### src/hdl/rdsc_pkg.sv
package rdsc_pkg;

   localparam int NUMBER_W      = 64;
   localparam int CHAR_W        = 7;
   localparam int TOTAL_W       = 7;
   localparam int RADIX_W       = 6;
   localparam int MIN_WIDTH_W   = 7;
   localparam int CSR_INDEX_W   = 1;
   localparam int CSR_DATA_W    = 7;
   localparam int DIGIT_W       = 6;
   localparam int STEP_BITS     = 8;

   localparam int MAX_DIGITS_DEFAULT = 64;
   localparam int VALUE_BITS_DEFAULT = 64;

   typedef logic [NUMBER_W-1:0]    number_type;
   typedef logic [CHAR_W-1:0]      char_type;
   typedef logic [TOTAL_W-1:0]     total_type;
   typedef logic [RADIX_W-1:0]     radix_type;
   typedef logic [MIN_WIDTH_W-1:0] min_width_type;
   typedef logic [CSR_INDEX_W-1:0] csr_index_type;
   typedef logic [CSR_DATA_W-1:0]  csr_data_type;
   typedef logic [DIGIT_W-1:0]     digit_type;

   localparam csr_index_type REG_RADIX     = 1'd0;
   localparam csr_index_type REG_MIN_WIDTH = 1'd1;

   localparam radix_type     RADIX_RESET     = 6'd16;
   localparam min_width_type MIN_WIDTH_RESET = 7'd16;
   localparam radix_type     RADIX_LOW       = 6'd2;
   localparam radix_type     RADIX_HIGH      = 6'd36;
   localparam digit_type     DECIMAL_LIMIT   = 6'd10;

   localparam char_type CHAR_ZERO   = 7'h30;
   localparam char_type CHAR_LETTER = 7'h41;

   typedef struct packed {
      logic load;
      logic div_step;
      logic setup;
      logic fetch;
      logic advance;
   } cmd_type;

   typedef struct packed {
      logic digit_done;
      logic conv_end;
      logic last;
   } sts_type;

   function automatic char_type digit_to_ascii(digit_type d);
      char_type c;
      if (d < DECIMAL_LIMIT) begin
         c = CHAR_ZERO + char_type'(d);
      end else begin
         c = CHAR_LETTER + char_type'(d - DECIMAL_LIMIT);
      end
      return c;
   endfunction

endpackage

### src/hdl/rdsc_if.sv
interface rdsc_req_if;
   logic                 valid;
   logic                 ready;
   rdsc_pkg::number_type number_in;

   modport source (output valid, output number_in, input ready);
   modport sink (input valid, input number_in, output ready);
endinterface

interface rdsc_rsp_if;
   logic                valid;
   logic                ready;
   rdsc_pkg::char_type  digit_char;
   rdsc_pkg::total_type digit_total;
   logic                last_char;

   modport source (output valid, output digit_char, output digit_total, output last_char,
                   input ready);
   modport sink (input valid, input digit_char, input digit_total, input last_char,
                 output ready);
endinterface

interface rdsc_csr_if;
   logic                    valid;
   logic                    ready;
   rdsc_pkg::csr_index_type index;
   rdsc_pkg::csr_data_type  data;

   modport source (output valid, output index, output data, input ready);
   modport sink (input valid, input index, input data, output ready);
endinterface

### src/hdl/rdsc_ctrl.sv
module rdsc_ctrl (
   input  logic              clock,
   input  logic              reset,
   input  logic              req_valid,
   output logic              req_ready,
   output logic              rsp_valid,
   input  logic              rsp_ready,
   output rdsc_pkg::cmd_type cmd,
   input  rdsc_pkg::sts_type sts
);

   typedef enum logic [2:0] {
      S_IDLE,
      S_DIV,
      S_SETUP,
      S_FETCH,
      S_SHOW
   } state_type;

   state_type state_ff;
   logic      req_ready_ff;
   logic      rsp_valid_ff;
   logic      req_fire;
   logic      rsp_fire;

   assign req_fire  = req_valid && req_ready_ff;
   assign rsp_fire  = rsp_valid_ff && rsp_ready;
   assign req_ready = req_ready_ff;
   assign rsp_valid = rsp_valid_ff;

   always_comb begin
      cmd          = '0;
      cmd.load     = req_fire;
      cmd.div_step = (state_ff == S_DIV);
      cmd.setup    = (state_ff == S_SETUP);
      cmd.fetch    = (state_ff == S_FETCH);
      cmd.advance  = rsp_fire;
   end

   always_ff @(posedge clock) begin
      if (reset) begin
         state_ff     <= S_IDLE;
         req_ready_ff <= 1'b0;
         rsp_valid_ff <= 1'b0;
      end else begin
         case (state_ff)
            S_IDLE: begin
               if (req_fire) begin
                  req_ready_ff <= 1'b0;
                  state_ff     <= S_DIV;
               end else begin
                  req_ready_ff <= 1'b1;
               end
            end
            S_DIV: begin
               if (sts.digit_done && sts.conv_end) begin
                  state_ff <= S_SETUP;
               end
            end
            S_SETUP: begin
               state_ff <= S_FETCH;
            end
            S_FETCH: begin
               rsp_valid_ff <= 1'b1;
               state_ff     <= S_SHOW;
            end
            S_SHOW: begin
               if (rsp_fire) begin
                  rsp_valid_ff <= 1'b0;
                  if (sts.last) begin
                     req_ready_ff <= 1'b1;
                     state_ff     <= S_IDLE;
                  end else begin
                     state_ff <= S_FETCH;
                  end
               end
            end
            default: begin
               req_ready_ff <= 1'b0;
               rsp_valid_ff <= 1'b0;
               state_ff     <= S_IDLE;
            end
         endcase
      end
   end

endmodule

### src/hdl/rdsc_datapath.sv
module rdsc_datapath #(
   parameter int MAX_DIGITS = rdsc_pkg::MAX_DIGITS_DEFAULT,
   parameter int VALUE_BITS = rdsc_pkg::VALUE_BITS_DEFAULT
) (
   input  logic                    clock,
   input  logic                    reset,
   input  rdsc_pkg::number_type    number_in,
   input  logic                    csr_valid,
   output logic                    csr_ready,
   input  rdsc_pkg::csr_index_type csr_index,
   input  rdsc_pkg::csr_data_type  csr_data,
   input  rdsc_pkg::cmd_type       cmd,
   output rdsc_pkg::sts_type       sts,
   output rdsc_pkg::char_type      digit_char,
   output rdsc_pkg::total_type     digit_total,
   output logic                    last_char
);

   localparam int STEP      = rdsc_pkg::STEP_BITS;
   localparam int WORK_BITS = ((VALUE_BITS + STEP - 1) / STEP) * STEP;
   localparam int NCH       = WORK_BITS / STEP;
   localparam int CH_W      = (NCH > 1) ? $clog2(NCH) : 1;
   localparam int CNT_W     = $clog2(MAX_DIGITS + 1);
   localparam int AW        = $clog2(MAX_DIGITS);
   localparam int DW        = rdsc_pkg::DIGIT_W;

   localparam logic [CH_W-1:0]  CHUNK_LAST = CH_W'(NCH - 1);
   localparam logic [CNT_W-1:0] COUNT_LAST = CNT_W'(MAX_DIGITS - 1);
   localparam logic [CNT_W-1:0] COUNT_MAX  = CNT_W'(MAX_DIGITS);
   localparam rdsc_pkg::min_width_type WIDTH_CAP = rdsc_pkg::min_width_type'(MAX_DIGITS);

   rdsc_pkg::radix_type     radix_ff;
   rdsc_pkg::min_width_type min_width_ff;

   logic [WORK_BITS-1:0] quot_ff;
   logic [WORK_BITS-1:0] quot_in;
   logic [DW-1:0]        rem_ff;
   logic [DW-1:0]        rem_in;
   logic [CH_W-1:0]      chunk_ff;
   logic [CNT_W-1:0]     count_ff;
   logic [CNT_W-1:0]     total_ff;
   logic [CNT_W-1:0]     pad_ff;
   logic [CNT_W-1:0]     k_ff;
   logic                 pad_flag_ff;
   logic                 last_ff;
   logic [DW-1:0]        rd_ff;
   logic [DW-1:0]        digit_store [MAX_DIGITS];

   rdsc_pkg::radix_type     base;
   rdsc_pkg::min_width_type width_cap;
   logic [CNT_W-1:0]        width_eff;
   logic [CNT_W-1:0]        total_in;
   logic [CNT_W-1:0]        pos;
   logic [DW:0]             r;
   logic                    digit_done;

   assign csr_ready = 1'b1;

   always_comb begin
      if (radix_ff < rdsc_pkg::RADIX_LOW) begin
         base = rdsc_pkg::RADIX_LOW;
      end else if (radix_ff > rdsc_pkg::RADIX_HIGH) begin
         base = rdsc_pkg::RADIX_HIGH;
      end else begin
         base = radix_ff;
      end
   end

   // eight restoring long-division steps per cycle, top bits first
   always_comb begin
      r       = {1'b0, rem_ff};
      quot_in = quot_ff;
      for (int i = 0; i < STEP; i++) begin
         r       = {r[DW-1:0], quot_in[WORK_BITS-1]};
         quot_in = {quot_in[WORK_BITS-2:0], 1'b0};
         if (r >= {1'b0, base}) begin
            r          = r - {1'b0, base};
            quot_in[0] = 1'b1;
         end
      end
      rem_in = r[DW-1:0];
   end

   assign digit_done     = (chunk_ff == CHUNK_LAST);
   assign sts.digit_done = digit_done;
   assign sts.conv_end   = (quot_in == '0) || (count_ff == COUNT_LAST);
   assign sts.last       = last_ff;

   assign width_cap = (min_width_ff > WIDTH_CAP) ? WIDTH_CAP : min_width_ff;
   assign width_eff = width_cap[CNT_W-1:0];
   assign total_in  = (count_ff > width_eff) ? count_ff : width_eff;
   assign pos       = count_ff - 1'b1 - (k_ff - pad_ff);

   always_ff @(posedge clock) begin
      if (reset) begin
         radix_ff     <= rdsc_pkg::RADIX_RESET;
         min_width_ff <= rdsc_pkg::MIN_WIDTH_RESET;
      end else if (csr_valid) begin
         case (csr_index)
            rdsc_pkg::REG_RADIX:     radix_ff     <= csr_data[rdsc_pkg::RADIX_W-1:0];
            rdsc_pkg::REG_MIN_WIDTH: min_width_ff <= csr_data;
            default: ;
         endcase
      end
   end

   always_ff @(posedge clock) begin
      if (reset) begin
         quot_ff  <= '0;
         rem_ff   <= '0;
         chunk_ff <= '0;
         count_ff <= '0;
         k_ff     <= '0;
         total_ff <= '0;
         pad_ff   <= '0;
         last_ff  <= 1'b0;
      end else begin
         if (cmd.load) begin
            quot_ff  <= WORK_BITS'(number_in[VALUE_BITS-1:0]);
            rem_ff   <= '0;
            chunk_ff <= '0;
            count_ff <= '0;
         end else if (cmd.div_step) begin
            quot_ff <= quot_in;
            if (digit_done) begin
               rem_ff   <= '0;
               chunk_ff <= '0;
               if (count_ff != COUNT_MAX) begin
                  count_ff <= count_ff + 1'b1;
               end
            end else begin
               rem_ff   <= rem_in;
               chunk_ff <= chunk_ff + 1'b1;
            end
         end
         if (cmd.setup) begin
            total_ff <= total_in;
            pad_ff   <= total_in - count_ff;
            k_ff     <= '0;
         end else if (cmd.advance) begin
            k_ff <= k_ff + 1'b1;
         end
         if (cmd.fetch) begin
            last_ff <= ((k_ff + 1'b1) == total_ff);
         end
      end
   end

   // digit memory: one write port, one registered read port
   always_ff @(posedge clock) begin
      if (cmd.div_step && digit_done) begin
         digit_store[count_ff[AW-1:0]] <= rem_in;
      end
      if (cmd.fetch) begin
         rd_ff       <= digit_store[pos[AW-1:0]];
         pad_flag_ff <= (k_ff < pad_ff);
      end
   end

   assign digit_char  = pad_flag_ff ? rdsc_pkg::CHAR_ZERO : rdsc_pkg::digit_to_ascii(rd_ff);
   assign digit_total = rdsc_pkg::total_type'(total_ff);
   assign last_char   = last_ff;

endmodule

### src/hdl/radix_digit_string_converter_top.sv
// radix digit string converter
//
// req_ch takes one unsigned value per word; rsp_ch returns its ASCII digits,
// most significant first, one character per word, with digit_total and
// last_char on every word. csr_ch writes radix (index 0) and min_width
// (index 1); always ready; write it only while the block is idle (unchecked).
//
// one value at a time: req_ch.ready is high only while idle
// each digit is one long division of the remaining quotient by the radix in
// the long-division unit, which retires 8 quotient bits per cycle while it
// divides; then a setup step, then each character is read through the
// registered read port of the digit memory
//
// reset: radix and min_width return to 16, control goes idle
// a stalled rsp_ch holds the current character until it is taken
module radix_digit_string_converter_top #(
   parameter int MAX_DIGITS = rdsc_pkg::MAX_DIGITS_DEFAULT,
   parameter int VALUE_BITS = rdsc_pkg::VALUE_BITS_DEFAULT
) (
   input logic        clock,
   input logic        reset,
   rdsc_req_if.sink   req_ch,
   rdsc_rsp_if.source rsp_ch,
   rdsc_csr_if.sink   csr_ch
);

   rdsc_pkg::cmd_type cmd;
   rdsc_pkg::sts_type sts;

   rdsc_ctrl u_ctrl (
      .clock     (clock),
      .reset     (reset),
      .req_valid (req_ch.valid),
      .req_ready (req_ch.ready),
      .rsp_valid (rsp_ch.valid),
      .rsp_ready (rsp_ch.ready),
      .cmd       (cmd),
      .sts       (sts)
   );

   rdsc_datapath #(
      .MAX_DIGITS (MAX_DIGITS),
      .VALUE_BITS (VALUE_BITS)
   ) u_datapath (
      .clock       (clock),
      .reset       (reset),
      .number_in   (req_ch.number_in),
      .csr_valid   (csr_ch.valid),
      .csr_ready   (csr_ch.ready),
      .csr_index   (csr_ch.index),
      .csr_data    (csr_ch.data),
      .cmd         (cmd),
      .sts         (sts),
      .digit_char  (rsp_ch.digit_char),
      .digit_total (rsp_ch.digit_total),
      .last_char   (rsp_ch.last_char)
   );

endmodule

### src/flat_wrapper.sv
// flat-port wrapper written by rule: the top's interface ports become plain ports
module radix_digit_string_converter_top_flat 
#(
   parameter int MAX_DIGITS = rdsc_pkg::MAX_DIGITS_DEFAULT,
   parameter int VALUE_BITS = rdsc_pkg::VALUE_BITS_DEFAULT
)
  (clock, reset, req_ch_valid, req_ch_number_in, req_ch_ready, rsp_ch_valid, rsp_ch_digit_char, rsp_ch_digit_total, rsp_ch_last_char, rsp_ch_ready, csr_ch_valid, csr_ch_index, csr_ch_data, csr_ch_ready);
  rdsc_req_if req_ch_i ();
  rdsc_rsp_if rsp_ch_i ();
  rdsc_csr_if csr_ch_i ();
  input logic clock;
  input logic reset;
  input wire logic [$bits(req_ch_i.valid)-1:0] req_ch_valid;
  input wire logic [$bits(req_ch_i.number_in)-1:0] req_ch_number_in;
  output wire logic [$bits(req_ch_i.ready)-1:0] req_ch_ready;
  output wire logic [$bits(rsp_ch_i.valid)-1:0] rsp_ch_valid;
  output wire logic [$bits(rsp_ch_i.digit_char)-1:0] rsp_ch_digit_char;
  output wire logic [$bits(rsp_ch_i.digit_total)-1:0] rsp_ch_digit_total;
  output wire logic [$bits(rsp_ch_i.last_char)-1:0] rsp_ch_last_char;
  input wire logic [$bits(rsp_ch_i.ready)-1:0] rsp_ch_ready;
  input wire logic [$bits(csr_ch_i.valid)-1:0] csr_ch_valid;
  input wire logic [$bits(csr_ch_i.index)-1:0] csr_ch_index;
  input wire logic [$bits(csr_ch_i.data)-1:0] csr_ch_data;
  output wire logic [$bits(csr_ch_i.ready)-1:0] csr_ch_ready;
  assign req_ch_i.valid = req_ch_valid;
  assign req_ch_i.number_in = req_ch_number_in;
  assign req_ch_ready = req_ch_i.ready;
  assign rsp_ch_valid = rsp_ch_i.valid;
  assign rsp_ch_digit_char = rsp_ch_i.digit_char;
  assign rsp_ch_digit_total = rsp_ch_i.digit_total;
  assign rsp_ch_last_char = rsp_ch_i.last_char;
  assign rsp_ch_i.ready = rsp_ch_ready;
  assign csr_ch_i.valid = csr_ch_valid;
  assign csr_ch_i.index = csr_ch_index;
  assign csr_ch_i.data = csr_ch_data;
  assign csr_ch_ready = csr_ch_i.ready;
  radix_digit_string_converter_top #(.MAX_DIGITS(MAX_DIGITS), .VALUE_BITS(VALUE_BITS)) u_core (.clock(clock), .reset(reset), .req_ch(req_ch_i), .rsp_ch(rsp_ch_i), .csr_ch(csr_ch_i));
endmodule
### config.mk
export PLATFORM = sky130hd
export DESIGN_NAME = radix_digit_string_converter_top_flat
export DESIGN_NICKNAME = d
export VERILOG_FILES = /design/src/hdl/rdsc_pkg.sv /design/src/hdl/rdsc_if.sv /design/src/hdl/rdsc_ctrl.sv /design/src/hdl/rdsc_datapath.sv /design/src/hdl/radix_digit_string_converter_top.sv /design/src/flat_wrapper.sv
export SDC_FILE = /design/constraint.sdc
export NUM_CORES = 1
export LEC_CHECK = 0
export ABC_AREA = 1
export BUFFER_PORTS_ARGS = -buffer_cell sky130_fd_sc_hd__buf_2
export CAP_MARGIN = 5
export CORE_MARGIN = 3
export CORE_UTILIZATION = 27
export DETAILED_ROUTE_END_ITERATION = 6
export PLACE_DENSITY = 0.44
export SKIP_CTS_REPAIR_TIMING = 1
export SYNTH_ARGS = -nofsm -noshare
export SYNTH_HDL_FRONTEND = slang
export SYNTH_HIERARCHICAL = 1
export SYNTH_SLANG_ARGS = --single-unit
### constraint.sdc
create_clock -name clock -period 13.5 [get_ports clock]
set_input_delay 1.35 -clock clock [delete_from_list [all_inputs] [get_ports clock]]
set_output_delay 1.35 -clock clock [all_outputs]
set_load 0.01 [all_outputs]
# Yosys cells after proc, flatten, opt, wreduce, memory -nomap -nowiden

Memories as Yosys holds them, arrays and structs flattened. A register that Yosys moved wholly into a read port is not among the register bits.
Cells that the tools add are included.

Bits in writable memories: 384
Output and inout port bits: 18
Memories kept: 1
Bits in read-only memories: 0
Latch bits: 0
Register bits after elaboration: 121

Add/subtract/negate cells: 18
Magnitude comparators: 14
Mux-type cells: 39
Shift-type cells: 0
$mul: 0
Div/mod/pow operators: 0
Reductions and logical operators: 18
Bitwise gates (word level): 3
Equal/unequal tests: 12

Memory list:

| memory                        | words | width | rd ports | clocked after memory_dff | write ports | line                | text |
|---|---|---|---|---|---|---|---|
| u_core.u_datapath.digit_store | 64    | 6     | 1        | 1                        | 1           | rdsc_datapath.sv:47 | `logic [DW-1:0] digit_store [MAX_DIGITS];` |

Operators by type and width:

| operator                                             | count |
|---|---|
| 2-to-1 mux 64 bit                                    | 2 |
| 2-to-1 mux 6 bit                                     | 11 |
| logical NOT 64 bit                                   | 1 |
| subtractor 6 bit                                     | 10 |
| >= comparator 7 x 6 -> 1 bit                         | 8 |
| 2-to-1 mux 7 bit                                     | 4 |
| case mux 3 bit (5 select lines)                      | 1 |
| adder 7 x 1 -> 7 bit (second input constant)         | 2 |
| 2-to-1 mux 1 bit                                     | 14 |
| 2-to-1 mux 3 bit                                     | 4 |
| AND reduction 3 bit                                  | 3 |
| adder 6 x 6 -> 7 bit (first input constant)          | 1 |
| adder 7 bit (first input constant)                   | 1 |
| equality test 7 x 6 -> 1 bit (second input constant) | 1 |
| equality test 7 bit                                  | 1 |
| > comparator 7 bit                                   | 1 |
| > comparator 7 bit (second input constant)           | 1 |
| < comparator 7 bit                                   | 1 |
| != test 7 bit (second input constant)                | 1 |
| subtractor 6 x 4 -> 7 bit (second input constant)    | 1 |
| subtractor 7 bit                                     | 1 |
| equality test 3 x 2 -> 1 bit (second input constant) | 2 |
| equality test 3 bit (second input constant)          | 2 |
| > comparator 6 bit (second input constant)           | 1 |
| 17 further kinds                                     | 29 |

# Longest topological paths before layout

Word-level depth: 24
Gate-level depth with buffers: 100

# By module

Netlist, hierarchy kept.

Modules (own cells, without submodules):

| module        | times used | area each (um^2) | cells each |
|---|---|---|---|
| rdsc_datapath | 1          | 24503.5          | 2374 |
| rdsc_ctrl     | 1          | 345.3            | 56 |

# Worst setup path before layout

Ideal clock, no wire load.

Path type: reg-to-reg
Start: register u_core.u_datapath.radix_ff[5]
End: memory u_core/u_datapath/digit_store[0][0] (netlist bit), data pin
Stages on the path, launching flop included: 91
Slack: -655 ps
Data required time: 13133 ps
Buffers on the path: 6
Data arrival time: 13788 ps
Setup time: 367 ps
Cell sequence: dfxtp_1 inv_1 nand4_1 inv_1 a21oi_1 ha_1 nand2_1 inv_2 nand2_1 nand2_2 nand2_1 nand3_2 buf_6 o21ai_0 inv_1 ha_1 nand3_1 nand2_1 [... 55 more ...] o31ai_1 a21oi_1 nand3_4 inv_1 nand2_1 nand2_1 inv_1 ha_1 a21oi_1 nand2_1 a21oi_1 o21bai_1 nand2_1 o311ai_0 inv_1 nand3_4 nand2_1 and2_1

Longest elaborated chain between the ends: 19
Elaborated cells on any way between the ends: 28
Classes of those cells: 8 x add/sub; 10 x order compare; 10 x mux

Ends and longest elaborated chain:

| element                                                                 | line                                     | text |
|---|---|---|
| from (decl)                                                             | rdsc_datapath.sv:32                      | `rdsc_pkg::radix_type radix_ff;` |
| from (signal assigned)                                                  | rdsc_datapath.sv:96                      | `radix_ff <= rdsc_pkg::RADIX_RESET;` |
| from (signal assigned)                                                  | rdsc_datapath.sv:100                     | `rdsc_pkg::REG_RADIX: radix_ff <= csr_data[rdsc_pkg::RADIX_W-1:0];` |
| > comparator 6 bit                                                      | rdsc_datapath.sv:62                      | `end else if (radix_ff > rdsc_pkg::RADIX_HIGH) begin` |
| 2-to-1 mux 6 bit                                                        | rdsc_datapath.sv:62                      |  |
| 2-to-1 mux 6 bit *                                                      | rdsc_datapath.sv:60                      | `if (radix_ff < rdsc_pkg::RADIX_LOW) begin` |
| subtractor 6 bit / >= comparator 7 x 6 -> 1 bit (equally long branches) | rdsc_datapath.sv:77, rdsc_datapath.sv:76 |  |
| 2-to-1 mux 6 bit                                                        | rdsc_datapath.sv:76                      | `if (r >= {1'b0, base}) begin` |
| subtractor 6 bit / >= comparator 7 x 6 -> 1 bit (equally long branches) | rdsc_datapath.sv:77, rdsc_datapath.sv:76 |  |
| 2-to-1 mux 6 bit                                                        | rdsc_datapath.sv:76                      |  |
| subtractor 6 bit / >= comparator 7 x 6 -> 1 bit (equally long branches) | rdsc_datapath.sv:77, rdsc_datapath.sv:76 |  |
| [... 4 more ...]                                                        | --                                       |  |
| 2-to-1 mux 6 bit                                                        | rdsc_datapath.sv:76                      |  |
| subtractor 6 bit / >= comparator 7 x 6 -> 1 bit (equally long branches) | rdsc_datapath.sv:77, rdsc_datapath.sv:76 |  |
| 2-to-1 mux 6 bit                                                        | rdsc_datapath.sv:76                      |  |
| >= comparator 7 x 6 -> 1 bit / subtractor 6 bit (equally long branches) | rdsc_datapath.sv:76, rdsc_datapath.sv:77 |  |
| 2-to-1 mux 6 bit                                                        | rdsc_datapath.sv:76                      |  |
| >= comparator 7 x 6 -> 1 bit                                            | rdsc_datapath.sv:76                      |  |
| 2-to-1 mux 6 bit *                                                      | rdsc_datapath.sv:76                      |  |
| net u_core.u_datapath.r[0]                                              | rdsc_datapath.sv:54                      | `logic [DW:0] r;` |
| to (decl)                                                               | rdsc_datapath.sv:47                      |  |

Mark *: on every way through the listed nets, which the timed path passes. The rest lies on a longest branch.

# Worst setup path in the final report

Start: register u_core.u_datapath.radix_ff[1]
End: memory u_core/u_datapath/digit_store[16][5] (netlist bit), data pin

Longest elaborated chain between the ends: 19
Elaborated cells on any way between the ends: 28
Classes of those cells: 8 x add/sub; 10 x order compare; 10 x mux

Ends and longest elaborated chain:

| element                                                                 | line |
|---|---|
| > comparator 6 bit                                                      | rdsc_datapath.sv:62 |
| 2-to-1 mux 6 bit                                                        | rdsc_datapath.sv:62 |
| 2-to-1 mux 6 bit *                                                      | rdsc_datapath.sv:60 |
| subtractor 6 bit / >= comparator 7 x 6 -> 1 bit (equally long branches) | rdsc_datapath.sv:77, rdsc_datapath.sv:76 |
| 2-to-1 mux 6 bit                                                        | rdsc_datapath.sv:76 |
| subtractor 6 bit / >= comparator 7 x 6 -> 1 bit (equally long branches) | rdsc_datapath.sv:77, rdsc_datapath.sv:76 |
| 2-to-1 mux 6 bit                                                        | rdsc_datapath.sv:76 |
| subtractor 6 bit / >= comparator 7 x 6 -> 1 bit (equally long branches) | rdsc_datapath.sv:77, rdsc_datapath.sv:76 |
| [... 3 more ...]                                                        | -- |
| subtractor 6 bit / >= comparator 7 x 6 -> 1 bit (equally long branches) | rdsc_datapath.sv:77, rdsc_datapath.sv:76 |
| 2-to-1 mux 6 bit                                                        | rdsc_datapath.sv:76 |
| subtractor 6 bit / >= comparator 7 x 6 -> 1 bit (equally long branches) | rdsc_datapath.sv:77, rdsc_datapath.sv:76 |
| 2-to-1 mux 6 bit                                                        | rdsc_datapath.sv:76 |
| >= comparator 7 x 6 -> 1 bit / subtractor 6 bit (equally long branches) | rdsc_datapath.sv:76, rdsc_datapath.sv:77 |
| 2-to-1 mux 6 bit                                                        | rdsc_datapath.sv:76 |
| subtractor 6 bit / >= comparator 7 x 6 -> 1 bit (equally long branches) | rdsc_datapath.sv:77, rdsc_datapath.sv:76 |
| 2-to-1 mux 6 bit *                                                      | rdsc_datapath.sv:76 |

Mark *: on every way between the ends. The rest lies on a longest branch, timed or not.

==> results.sh <==
export IMPL_first_iter_violations=1464
export IMPL_postRouteWirelength_um=78600
export IMPL_top_usage_layer="met2"
export IMPL_drt_pass1_iter_count=6
export IMPL_antenna_found_initial=7
export IMPL_final_common_cell="edfxtp_1"
export IMPL_fin_crit_ns=12.66
export IMPL_syn2layout_area_growth_pct=18.3
export IMPL_synth_top_area_share_pct=47.3
export IMPL_die_w_um=309
export IMPL_grt_start_max_net_pins=99
export IMPL_synth_seq_cells=511
export IMPL_synthFlopType="edfxtp_1"
export IMPL_cp_arrival_ns=13.01
export IMPL_cts_sinks=511
export IMPL_place_congestion=0.844
export IMPL_clock_skew_ns=0.0308
export IMPL_grt_first_pass_wirelength_um=110000
export IMPL_viasPerCell=4.98
export IMPL_track_usage_pct=14.8
export IMPL_ys_top_cells_by_area="edfxtp_1 47%, dfxtp_1 9.7%, nand2_1 5.2%"
export IMPL_grt_overflow_total=0
export IMPL_numCtsBuffers=54
export IMPL_grt_pass1_vias=18200
export IMPL_layout_drive_gt1_share_pct=15.6
export IMPL_clkTransAtPathRegs_ns=0.06
export IMPL_critical_path_max_fanout=8
export IMPL_ys_warn_count=6
export IMPL_critPathMaxStageDelay_ns=0.37
export IMPL_finalSetupViolations=0
export IMPL_cp_end_kind="register"
export IMPL_core_sq_um=90700
export IMPL_synth_edff_count=391
export IMPL_regToRegStartpoint="u_core/u_datapath/radix_ff[1]"
export IMPL_cts_max_path_buffers=3
export IMPL_startpoint="u_core/u_datapath/radix_ff[1]"
export IMPL_min_path_type="register to register"
export IMPL_synth_cells=2430
export IMPL_wl_per_cell_um=20.8
export IMPL_start_util_pct=27.4
export IMPL_synth_seq_area_share_pct=56.9
export IMPL_finalHoldViolations=0
export IMPL_io_pins=95
export IMPL_crit_required_ns=13.85
export IMPL_yosysTopAreaCell="edfxtp_1"
export IMPL_synth_area_sq_um=24800
export IMPL_rows=110
export IMPL_fin_crit_sh_pct=93.8
export IMPL_finalNetCount=2734
export IMPL_maxCapViolCount=0
export IMPL_vias=18900
export IMPL_cp_start_kind="register"
export IMPL_ant_nets=0
export IMPL_cts_root_buffer="clkbuf_16"
export IMPL_die_h_um=309
export IMPL_crit_top_cell="nand2_1"
export IMPL_die_area_sq_um=95700
export IMPL_port_buffers=93
export IMPL_cts_tree="built"
export IMPL_cpMaxStageDelayCell="ha_2"
export IMPL_worst_pin_slew_ns=1.20
export IMPL_ctsHtreeMaxLevel=2
export IMPL_criticalPathCategory="register to register"
export IMPL_hp_start="u_core/u_datapath/chunk_ff[1]"
export IMPL_maxClockFrequency_ghz=0.0790
export IMPL_grtUsageMet2_pct=25.6
export IMPL_synth_area_per_cell_sq_um=10.2
export IMPL_dp_hpwl_um=47700
export IMPL_insertion_delay_ns=0.63
export IMPL_final_cell_mix="391 x edfxtp_1, 327 x nand2_1, 263 x inv_1, 262 x nor2_1, 178 x o21ai_0"
export IMPL_grt_util_met3_pct=2.44
export IMPL_gr_usage_met1_pct=19.6
export IMPL_synthArstFlopShare_pct=0
export IMPL_holdWs_ns=0.473
export IMPL_drc=0
export IMPL_synth_cell_types=53
export IMPL_relSlewSlack_pct=19.5
export IMPL_outcome="complete, no violations"
export IMPL_maxSlewViolCount=0
export IMPL_syn_nets=2600
-- kinds of logic (layout without fill, tap and decap cells) --
logic type,after synthesis,after routing,synth area share (%)
other cells,1,3,0.0151
compound gates,463,463,11.9
simple gates,837,864,14.9
xor+xnor,49,49,1.73
fa+ha+maj,93,93,5.14
mux,78,78,3.14
buf+inv,398,549,6.27
flops,511,511,56.9
-- Yosys cell counts, types with 6 or more instances --
cell type and n:
nor2_1 263, nand4_1 22, inv_1 267, xnor2_1 18, dfxtp_1 120, nand3_1 128, o221ai_1 108, buf_6 6
a21oi_1 73, nand2_1 341, edfxtp_1 391, buf_1 12, o211ai_1 29, nor4_1 19, a31oi_1 11, o32ai_1 21
clkinv_1 8, ha_1 78, nor3_1 11, nor2_4 9, fa_1 15, clkbuf_1 96, mux2i_1 78, o21ai_0 186
nand3_2 13, xor2_1 31, nand2_2 12, o21ai_1 6
-- layout make-up --
cell class              count  area, sq um
diodes                      2         5.00
clock inverters            27          267
multi-input cells        1548         9920
repair buffers            170         1050
clock buffers              73         1470
fillers                  9160        61300
well taps                1176         1470
inverters                 279         1050
flip-flops and latches    511        14100
-- flip-flops by register name, summed over array words and instances, names as in the netlist --
register                        count
u_core/u_datapath/pad_flag_ff       1
u_core/u_ctrl/rsp_valid             1
u_core/u_ctrl/req_ready             1
u_core/u_datapath/quot_ff          64
u_core/u_datapath/last_char         1
u_core/u_datapath/digit_store     384
u_core/u_datapath/chunk_ff          3
u_core/u_datapath/min_width_ff      7
u_core/u_datapath/rem_ff            6
u_core/u_datapath/k_ff              7
u_core/u_datapath/count_ff          7
u_core/u_datapath/radix_ff          6
u_core/u_datapath/rd_ff             6
u_core/u_datapath/digit_total       7
u_core/u_ctrl/state_ff              3
u_core/u_datapath/pad_ff            7
-- critical path, delay by kind of cell (launching register included) --
kind,cells,cell delay [ns]
flops,1,0.32
simple gates,33,3.76
buf+inv,18,1.76
fa+ha+maj,8,2.18
compound gates,29,4.33
-- routing by layer --
| layer | part of all wire (%) | routed length [um] |
|---|---|---|
| met2 | 48 | 38000 |
| met4 | 1.7 | 1340 |
| met3 | 5.8 | 4590 |
| met1 | 44 | 34600 |
| met5 | 0.10 | 80 |
-- per-stage QoR --
step | utilization, % | setup slack, ns | TNS [ns] | std cells | instance area (sq um)
CTS | 31.4 | -0.363 | -122.66 | 3734 | 28500
floorplan | - | 0.106 | 0 | 2430 | 24900
detailed placement | 29.5 | -0.324 | -110.58 | 3634 | 26800
finish | 32.4 | 0.838 | 0 | 3786 | 29400
global route | 32.4 | -0.176 | -40.48 | 3784 | 29400
global placement | 29.5 | 0.229 | 0 | 3634 | 26800
-- final timing paths --
path                                                             end  slack [ns]  cells after the start
worst max-delay path            u_core/u_datapath/digit_store[16][5]        0.84                     88
worst min-delay path                   u_core/u_datapath/chunk_ff[1]        0.47                      2
worst max register to register  u_core/u_datapath/digit_store[16][5]        0.84                     88
worst min register to register         u_core/u_datapath/chunk_ff[1]        0.47                      2
Power is left out: the tool's default activity adds up to more than one toggle a clock period on the data nets, which glitch-free logic cannot reach.
